[src/hdl/btpt_ram.sv]
// generic simple dual-port ram with registered read
`default_nettype none

module btpt_ram #(
  parameter int unsigned WIDTH = 8,
  parameter int unsigned DEPTH = 16,
  localparam int unsigned AW = (DEPTH > 1) ? $clog2(DEPTH) : 1
) (
  input  wire logic             clk_i,
  input  wire logic             we_i,
  input  wire logic [AW-1:0]    waddr_i,
  input  wire logic [WIDTH-1:0] wdata_i,
  input  wire logic             re_i,
  input  wire logic [AW-1:0]    raddr_i,
  output logic      [WIDTH-1:0] rdata_o
);

  logic [WIDTH-1:0] mem_q [DEPTH];
  logic [WIDTH-1:0] rdata_q;

  always_ff @(posedge clk_i) begin
    if (we_i) begin
      mem_q[waddr_i] <= wdata_i;
    end
    if (re_i) begin
      rdata_q <= mem_q[raddr_i];
    end
  end

  assign rdata_o = rdata_q;

endmodule

`default_nettype wire

[config.mk]
export PLATFORM = sky130hd
export DESIGN_NAME = btpt_ram
export DESIGN_NICKNAME = d
export VERILOG_FILES = /design/src/hdl/btpt_ram.sv
export SDC_FILE = /design/constraint.sdc
export NUM_CORES = 1
export LEC_CHECK = 0
export BUFFER_PORTS_ARGS = -buffer_cell sky130_fd_sc_hd__buf_2
export CORE_MARGIN = 10
export CORE_UTILIZATION = 55
export CTS_CLUSTER_DIAMETER = 40
export DETAILED_ROUTE_END_ITERATION = 10
export PLACE_DENSITY_LB_ADDON = 0.15
export SETUP_SLACK_MARGIN = 0.4
export SYNTH_ARGS = -nofsm -noshare
export SYNTH_HDL_FRONTEND = slang
export SYNTH_SLANG_ARGS = --single-unit
export TNS_END_PERCENT = 30
[constraint.sdc]
create_clock -name clk_i -period 4 [get_ports clk_i]
set_input_delay 0.2 -clock clk_i [delete_from_list [all_inputs] [get_ports clk_i]]
set_output_delay 0.2 -clock clk_i [all_outputs]
set_load 0.1 [all_outputs]
# Yosys cells after proc, flatten, opt, wreduce, memory -nomap -nowiden
# Memory sizes are Yosys's and may differ from the RTL's. A register that Yosys moved wholly into a read port is not among the register bits.
# Cells that the tools add are included.
# totals
register_bits	0
romBits	0
inputBits	19
latchBits	0
n_memories	1
elab_cells	3
out_inout_bits	8
mem_bits_rw	128
# op_classes
bitwise_logic	0
n_mux	2
mul	0
div_mod_pow	0
n_eq_ne	0
magnitude_cmp	0
shift	0
addsub	0
reduce_logical	0
# memory_table
name	words	width	read_ports	rd_ports_with_merged_regs	wr	line	rtl
mem_q	16	8	1	1	1	18	logic [WIDTH-1:0] mem_q [DEPTH];
# op_table
operator	n
$mux 1	2

# Longest topological paths before layout
# Gate-level depths: netlist of run 1.
# depth
depth_word	2
ltp_mapped	5
ltp_nobuf	3

# Worst setup path after synthesis of run 1
# Ideal clock, no wire load.
# synth_path
path_type	input -> register
from	input port waddr_i[2]
to	memory mem_q[0][0] (enable)
arrival_ns	1.310
t_required_ns	3.617
slack_ns	2.307
setup_time_ns	0.383
n_path_buf	0
path_stages	2
path_cell_list	or3b_2 -> nor3_1
# synth_rtl
element	line	rtl
start: declaration	11	input wire logic [AW-1:0] waddr_i,
end: declaration	18	
# No word-level cell before the write port.

==> results.sh, run 1 <==
export IMPL_ant_nets=0
export IMPL_io_buffers=26
export IMPL_vias_per_cell=5.961
export IMPL_post_cts_resized=0
export IMPL_rsz0062_at_grt="no"
export IMPL_crit_type="in -> reg"
export IMPL_synth_cells=229
export IMPL_p_sw_mw=0.6949
export IMPL_synth_top_family_by_area="multiplexers"
export IMPL_cts_root_buf="clkbuf_8"
export IMPL_wl_um=10180
export IMPL_yosys_area_share_simple_pct=3.135
export IMPL_ir_drop_mv=0.2845
export IMPL_synthMuxAreaShare_pct=14.79
export IMPL_min_period_ns=1.796
export IMPL_rows=35
export IMPL_antenna_cells=0
export IMPL_end_kind="register"
export IMPL_syn_num_nets=248
export IMPL_pwr_share_comb_pct=5.6
export IMPL_post_cts_buffers=0
export IMPL_p_clk_share_pct=46.3
export IMPL_first_pass_iters=4
export IMPL_syn_cell_area_sq_mm=0.005228
export IMPL_overflow=0
export IMPL_holdCritPathClass="in -> reg"
export IMPL_setup_viol=0
export IMPL_cap_violations=0
export IMPL_clk_latency_ns=0.51
export IMPL_cts_buffer_depth=2
export IMPL_cts_tree="done"
export IMPL_placed_area_sq_mm=0.005458
export IMPL_required_ns=4.25
export IMPL_p_leak_nw=2.012
export IMPL_relSlewSlack_pct=30.29
export IMPL_nets=285
export IMPL_hpwl_um=5988
export IMPL_grt_pass1_vias=2558
export IMPL_grt_max_degree=33
export IMPL_ys_ff_latch=136
export IMPL_clk_pin_slew_ns=0.06
export IMPL_hold_viol_final=0
export IMPL_synthDistinctLibCells=18
export IMPL_die_h_um=117.5
export IMPL_cts_htree_levels=4
export IMPL_synth_compound_area_share_pct=2.298
export IMPL_swShare_pct=20.69
export IMPL_critPathMaxFanout=32
export IMPL_synth_area_per_cell_sq_um=22.83
export IMPL_achievable_frequency_mhz=556.8
export IMPL_cts_hold_buf=0
export IMPL_seq_power_share_pct=48.1
export IMPL_drc=0
export IMPL_p_int_mw=2.663
export IMPL_synth_adder_area_share_pct=0
export IMPL_fin_crit_sh_pct=44.90
export IMPL_antenna_found_initial=0
export IMPL_ys_seq_area_share_pct=78.12
export IMPL_power_density_mw_per_mm2=554.5
export IMPL_start_util_pct=56.57
export IMPL_wl_per_cell_um=24.95
export IMPL_grt_use_total_pct=15.19
export IMPL_fin_area_sq_mm=0.006056
export IMPL_arrival_ns=2.05
export IMPL_slew_viol_final=0
export IMPL_synth_xor_area_share_pct=0
export IMPL_die_x_um=117.5
export IMPL_fill_cells=613
export IMPL_cts_buffers=17
export IMPL_core_sq_mm=0.009240
export IMPL_num_vias=2432
export IMPL_ys_warnings_count=0
export IMPL_cp_start_kind="input port"
export IMPL_drt_initial_drc_count=265
export IMPL_p_total_mw=3.358
export IMPL_clock_skew_ns=0.007219
export IMPL_io_pins=27
export IMPL_dieArea_sq_mm=0.01380
export IMPL_tns_ns=0
export IMPL_status="finished, final reports clean"
export IMPL_cts_sinks=136
export IMPL_synthToLayoutAreaGrowth_pct=15.84
export IMPL_layout_drive_gt1_share_pct=27.96
export IMPL_worst_pin_slew_ns=1.042
export IMPL_grt_pass1_wl_um=15490
export IMPL_gp_congestion=0.7068
## cell families after synthesis
group,count (synthesis)
flip-flops,136
AND/OR/NAND/NOR,35
multiplexers,32
AO/OA/AOI/OAI,16
buffers and inverters,10
## power by group through the flow
stage | sequential (mW) | clock, mW | combinational [mW]
detailed placement | 1.64 | 0 | 0.188
floorplan | 1.69 | 0 | 0.0810
finish | 1.62 | 1.56 | 0.187
CTS | 1.62 | 1.58 | 0.189
global placement | 1.64 | 0 | 0.185
global route | 1.62 | 1.65 | 0.198
## path summary, 6_finish.rpt
path / to / cells after the start / startpoint / slack, ns
worst max register to register: rdata_o[1]$_DFFE_PP_ / 3 / mem_q[0][1]$_DFFE_PP_ / 2.47
worst min register to register: rdata_o[0]$_DFFE_PP_ / 3 / mem_q[14][0]$_DFFE_PP_ / 0.75
worst min-delay path: rdata_o[4]$_DFFE_PP_ / 1 / re_i / 0.07
worst max-delay path: rdata_o[1]$_DFFE_PP_ / 4 / raddr_i[0] / 2.20
## final cells by class
cell class	count	area (sq um)	share of cell area [%]
clock buffers	17	414.1	6.839
clock inverters	15	183.9	3.037
multi-input cells	83	1067	17.62
flip-flops and latches	136	4084	67.44
well taps	129	161.4	2.665
repair buffers	28	145.1	2.397
## Yosys cell counts
cell type / n / area [sq um]
edfxtp_1: 136 / 4084
mux4_2: 18 / 405.4
a22oi_1: 16 / 120.1
mux4_1: 14 / 367.9
nor2_1: 13 / 48.80
nand2_1: 9 / 33.78
nor3_1: 4 / 20.02
buf_2: 3 / 15.01
buf_6: 3 / 33.78
clkdlybuf4s25_2: 3 / 30.03
nand2b_1: 2 / 12.51
nand3b_1: 2 / 15.01
and2_1: 1 / 6.260
and2b_1: 1 / 7.510
buf_4: 1 / 7.510
nand3_1: 1 / 5.000
nor2b_1: 1 / 6.260
or3b_2: 1 / 8.760
## critical path, cell delays in order
cell	delay [ns]
buf_2	0.78
mux4_1	0.66
a22oi_1	0.30
nand2_1	0.10
## flip-flops by register name (all words and copies together), names as in the netlist
name and flops:
mem_q 128, rdata_o 8
## routing by layer
metal  track usage, %  vias up  share of wire (%)
met5                0        -                  0
met4            6.723        0                1.3
met3            4.365       10                6.2
met2            22.90       84                 51
met1            20.11     1278                 42
li1                 -     1060                  -
## layout by cell type, fill, tap and decap left out, drive strengths merged, types with 2 or more instances in the layout
cell / instances
mux4: 32
bufinv: 4
clkinv: 9
clkinvlp: 2
nor3: 4
a22oi: 16
nand3b: 2
nand2: 9
buf: 28
edfxtp: 136
clkbuf: 17
nor2: 13
nand2b: 2
## per-stage QoR
stage | setup WS, ns | instances | utilization (%) | hold WS [ns]
4_1_cts | 2.177 | 408 | 65.54 | 0.03660
3_5_place_dp | 1.626 | 376 | 59.07 | 0.5789
6_report | 2.204 | 408 | 65.54 | 0.06510
2_1_floorplan | 2.307 | 229 | - | 0.2989
5_1_grt | 2.093 | 408 | 65.54 | 0.03981
3_3_place_gp | 1.625 | 376 | 59.07 | 0.5849
No activity file was read; power rests on OpenSTA's default activity.
==> run 2: changes to the inputs <==
- ABC_AREA: unset -> 1
- clock period: 4 -> 1.5 ns (I/O delays scaled with it)
==> results.sh, run 2 <==
export IMPL_slew_viol_final=0
export IMPL_cts_root_buf="clkbuf_8"
export IMPL_core_sq_mm=0.01032
export IMPL_die_x_um=123.1
export IMPL_synth_area_per_cell_sq_um=10.61
export IMPL_grt_pass1_wl_um=20210
export IMPL_relSlewSlack_pct=53.66
export IMPL_grt_pass1_vias=3582
export IMPL_ys_seq_area_share_pct=69.85
export IMPL_swShare_pct=21.08
export IMPL_fin_crit_sh_pct=79.98
export IMPL_cp_start_kind="register"
export IMPL_setup_viol=0
export IMPL_seq_power_share_pct=45.3
export IMPL_async_flop_share_pct=0
export IMPL_grt_use_total_pct=18.02
export IMPL_cts_sinks=136
export IMPL_drc=0
export IMPL_worst_pin_slew_ns=0.6941
export IMPL_num_vias=3892
export IMPL_largest_reg_flops=128
export IMPL_cts_buffer_depth=2
export IMPL_rsz0062_at_grt="yes"
export IMPL_hp_start="we_i"
export IMPL_antenna_found_initial=0
export IMPL_io_pins=27
export IMPL_ff2ff_path_depth=6
export IMPL_pwr_share_comb_pct=7.5
export IMPL_critPathMaxFanout=1
export IMPL_whs_endpoint="mem_q[3][5]$_DFFE_PP_"
export IMPL_post_cts_buffers=0
export IMPL_p_clk_share_pct=47.2
export IMPL_post_place_ws_ns=0.1631
export IMPL_setup_ws_ns=0.3003
export IMPL_syn_cell_area_sq_mm=0.005847
export IMPL_synthToLayoutAreaGrowth_pct=20.46
export IMPL_p_leak_nw=3.058
export IMPL_holdCritPathClass="in -> reg"
export IMPL_top_register="mem_q"
export IMPL_vias_per_cell=5.162
export IMPL_gp_congestion=0.8051
export IMPL_synthTopCellsByArea="edfxtp_1 (70%), nand2_1 (11%), nand3_1 (8.3%)"
export IMPL_p_sw_mw=2.004
export IMPL_start_util_pct=56.64
export IMPL_tns_ns=0
export IMPL_synth_cells=551
export IMPL_ant_nets=0
export IMPL_cp_slowest_cell="edfxtp_1"
export IMPL_crit_type="reg -> out"
export IMPL_final_common_cell="nand2_1"
export IMPL_synth_common_cells="nand2_1 (173), edfxtp_1 (136), inv_1 (100), nand3_1 (97), nor2_1 (17)"
export IMPL_arrival_ns=1.12
export IMPL_hold_viol_final=0
export IMPL_hold_depth=4
export IMPL_cp_top_family="flip-flops"
export IMPL_first_pass_iters=5
export IMPL_achievable_frequency_mhz=833.5
export IMPL_grt_max_degree=38
export IMPL_synth_ff_type="edfxtp_1"
export IMPL_p_int_mw=7.504
export IMPL_hpwl_um=7837
export IMPL_clk_pin_slew_ns=0.06
export IMPL_status="finished, final reports clean"
export IMPL_cts_tree="done"
export IMPL_utilization_pct=68.22
export IMPL_critPathMaxStageDelay_ns=0.40
export IMPL_synth_most_common_cell="nand2_1"
export IMPL_cap_violations=0
export IMPL_drt_initial_drc_count=505
export IMPL_clk_latency_ns=0.51
export IMPL_syn_num_nets=570
export IMPL_clock_skew_ns=0.005734
export IMPL_end_kind="output port"
export IMPL_ys_ff_latch=136
export IMPL_reg2reg_slack_ns=0.35
export IMPL_min_period_ns=1.200
export IMPL_nets=624
export IMPL_yosysTopAreaCell="edfxtp_1"
export IMPL_synth_top_cell_area_share_pct=69.85
export IMPL_rr_endpoint="rdata_o[5]$_DFFE_PP_"
export IMPL_layout_drive_gt1_share_pct=15.21
export IMPL_r2r_start="mem_q[9][5]$_DFFE_PP_"
export IMPL_io_buffers=26
export IMPL_dieArea_sq_mm=0.01515
export IMPL_layout_common_cells="nand2_1 (171), edfxtp_1 (136), inv_1 (99)"
export IMPL_ir_drop_mv=0.8844
export IMPL_antenna_cells=0
export IMPL_synth_edf_count=136
export IMPL_wl_um=12960
export IMPL_crit_buf_inv=1
export IMPL_fill_cells=772
export IMPL_ys_warnings_count=0
export IMPL_cts_htree_levels=4
export IMPL_wl_per_cell_um=17.19
export IMPL_cp_cell_sequence="buf_6"
export IMPL_rows=37
export IMPL_die_h_um=123.1
export IMPL_synthDistinctLibCells=11
export IMPL_required_ns=1.42
export IMPL_overflow=0
export IMPL_cts_buffers=17
export IMPL_power_density_mw_per_mm2=1350
-- run 2: changes by cell type after synthesis, moves of 10 or more --
cell,change
nand2_1,+164
inv_1,+100
nand3_1,+96
mux4_2,-18
a22oi_1,-16
mux4_1,-14
buf_2,+10
-- run 2: per-stage QoR --
step           hold WS [ns]  cell area, sq um  std cells  power [mW]
2_1_floorplan        0.1739              5847        551       4.813
3_3_place_gp         0.4442              6191        712       5.025
3_5_place_dp         0.4391              6191        712       5.034
4_1_cts              0.1682              6973        754       9.540
5_1_grt              0.2067              7043        754       9.814
6_report             0.1917              7043        754       9.508
-- run 2: worst max-delay path by stage --
stage                              to  slack [ns]            startpoint  depth (start not counted)
3_3_place_gp     rdata_o[6]$_DFFE_PP_        0.17            raddr_i[1]                          6
6_report                   rdata_o[7]        0.30  rdata_o[7]$_DFFE_PP_                          1
2_1_floorplan  mem_q[10][0]$_DFFE_PP_        0.47            waddr_i[2]                          2
3_5_place_dp     rdata_o[0]$_DFFE_PP_        0.16            raddr_i[1]                          6
4_1_cts                    rdata_o[6]        0.28  rdata_o[6]$_DFFE_PP_                          1
5_1_grt                    rdata_o[1]        0.27  rdata_o[1]$_DFFE_PP_                          1
-- run 2: cell families after synthesis --
| logic type | Yosys count | share of synthesized area [%] |
|---|---|---|
| simple gates | 289 | 20.76 |
| flops | 136 | 69.85 |
| buf+inv | 126 | 9.394 |
-- run 2: what timing repair did --
| item | in CTS | in global routing |
|---|---|---|
| gates resized for setup | 12 | 17 |
| endpoints found under the hold margin | 138 | 0 |
| pin swaps | 0 | 5 |
| hold buffers | 10 | 0 |
| endpoints found under the setup margin | 14 | 16 |
-- run 2: routing by layer --
metal | global-route usage, % | vias to the layer above | share of wire (%)
met5 | 0 | - | 0
met4 | 7.715 | 0 | 1.1
met3 | 4.057 | 10 | 7.0
met2 | 25.77 | 142 | 46
met1 | 25.97 | 1852 | 46
li1 | - | 1888 | -
-- run 2: power by group through the flow --
stage	Clock (mW)	Sequential (mW)	Combinational (mW)
after global placement	0	4.38	0.646
after global routing	4.73	4.31	0.774
after detailed placement	0	4.38	0.652
after CTS	4.54	4.31	0.691
after floorplan	0	4.51	0.300
final	4.49	4.31	0.713
-- run 2: cell type report --
type | count | area, sq um | share of cell area, %
sequential | 136 | 4084 | 57.99
multi-input combinational | 289 | 1269 | 18.01
timing repair buffer | 59 | 490.5 | 6.964
clock buffer | 18 | 417.9 | 5.934
inverter | 102 | 382.9 | 5.436
clock inverter | 14 | 229.0 | 3.251
tap | 136 | 170.2 | 2.416
==> run 3: changes to the inputs <==
- ABC_AREA: 1 -> 0
- clock period: 1.5 -> 1.2 ns (I/O delays scaled with it)
==> results.sh, run 3 (synthesis gave the netlist of run 1 again) <==
export IMPL_violations="setup timing"
export IMPL_dp_cells=408
export IMPL_cap_violations=0
export IMPL_cp_start_kind="register"
export IMPL_final_common_cell="edfxtp_1"
export IMPL_cts_tree="done"
export IMPL_clock_skew_ns=0.008695
export IMPL_min_period_ns=1.457
export IMPL_ant_nets=0
export IMPL_top_register="mem_q"
export IMPL_p_leak_nw=2.201
export IMPL_cts_buffers=17
export IMPL_critPathMaxFanout=1
export IMPL_fin_crit_sh_pct=121.4
export IMPL_p_total_mw=11.05
export IMPL_gp_congestion=0.7504
export IMPL_setup_ws_ns=-0.2568
export IMPL_arrival_ns=1.72
export IMPL_setup_viol=9
export IMPL_dieArea_sq_mm=0.01380
export IMPL_post_place_ws_ns=-0.3810
export IMPL_holdCritPathClass="in -> reg"
export IMPL_cts_sinks=136
export IMPL_power_density_mw_per_mm2=1682
export IMPL_layout_common_cells="edfxtp_1 (136), mux4_2 (32), buf_4 (25)"
export IMPL_cts_htree_levels=4
export IMPL_achievable_frequency_mhz=686.5
export IMPL_rows=35
export IMPL_cts_root_buf="clkbuf_8"
export IMPL_fill_cells=543
export IMPL_grt_pass1_vias=2730
export IMPL_antenna_cells=0
export IMPL_hpwl_um=6651
export IMPL_die_x_um=117.5
export IMPL_antenna_found_initial=0
export IMPL_num_vias=2543
export IMPL_overflow=0
export IMPL_wl_per_cell_um=23.36
export IMPL_hold_viol_final=0
export IMPL_crit_type="reg -> reg"
export IMPL_grt_max_degree=22
export IMPL_synthToLayoutAreaGrowth_pct=25.71
export IMPL_nets=326
export IMPL_relSlewSlack_pct=45.67
export IMPL_grt_pass1_wl_um=16140
export IMPL_slew_viol_final=0
export IMPL_cts_buffer_depth=2
export IMPL_layout_drive_gt1_share_pct=43.13
export IMPL_fin_cells=449
export IMPL_first_pass_iters=4
export IMPL_end_kind="register"
export IMPL_utilization_pct=71.12
export IMPL_grt_use_total_pct=15.58
export IMPL_post_cts_buffers=0
export IMPL_wl_um=10490
export IMPL_status="finished, violations left"
export IMPL_clk_latency_ns=0.52
export IMPL_start_util_pct=56.57
export IMPL_rsz0062_at_grt="yes"
export IMPL_core_sq_mm=0.009240
export IMPL_worst_pin_slew_ns=0.8133
export IMPL_io_buffers=26
export IMPL_ir_drop_mv=0.9592
export IMPL_drc=0
export IMPL_vias_per_cell=5.664
export IMPL_required_ns=1.46
export IMPL_drt_initial_drc_count=193
export IMPL_holdWs_ns=0.07507
export IMPL_largest_reg_flops=128
export IMPL_io_pins=27
export IMPL_clk_pin_slew_ns=0.06
export IMPL_die_h_um=117.5
run 3: repair_timing:
item | CTS | global route
gates resized for setup | 27 | 7
endpoints found under the hold margin | 136 | 0
pin swaps | 0 | 1
hold buffers | 9 | 0
endpoints found under the setup margin | 16 | 24
run 3: worst max-delay path: stages, from the launching register on:
cell and delay [ns]:
edfxtp_1 0.42, mux4_2 0.50, a22oi_2 0.20, nand2_1 0.08
run 3: final timing paths:
kind | from | end | slack [ns] | cells past startpoint
max | mem_q[15][3]$_DFFE_PP_ | rdata_o[3]$_DFFE_PP_ | -0.26 | 3
min | waddr_i[3] | mem_q[2][4]$_DFFE_PP_ | 0.08 | 3
max reg2reg | mem_q[15][3]$_DFFE_PP_ | rdata_o[3]$_DFFE_PP_ | -0.26 | 3
min reg2reg | mem_q[6][2]$_DFFE_PP_ | rdata_o[2]$_DFFE_PP_ | 0.75 | 3
run 3: through the flow:
stage	setup TNS (ns)	cell area [sq um]
floorplan	-0.9436	5256
global placement	-5.714	5796
detailed placement	-7.154	5796
CTS	-1.805	6541
global route	-2.039	6571
finish	-1.624	6571
run 3: layer usage:
layer | vias to the layer above | track usage (%) | part of all wire, %
met5 | - | 0 | 0
met4 | 0 | 7.342 | 2.1
met3 | 18 | 4.029 | 7.5
met2 | 99 | 23.29 | 47
met1 | 1300 | 20.91 | 43
li1 | 1126 | - | -
run 3: power by group:
group          total (mW)  switching (mW)  internal (mW)
logic               0.837           0.496          0.340
clock network        4.82            1.88           2.94
registers            5.39          0.0370           5.36
total                11.1            2.41           8.64
run 3: layout make-up:
class                   count  area [sq um]  share of cell area, %
clock buffers              20         425.4                  6.474
flip-flops and latches    136          4084                  62.15
multi-input cells          83          1105                  16.81
well taps                 129         161.4                  2.456
clock inverters            12         128.9                  1.961
repair buffers             69         666.9                  10.15
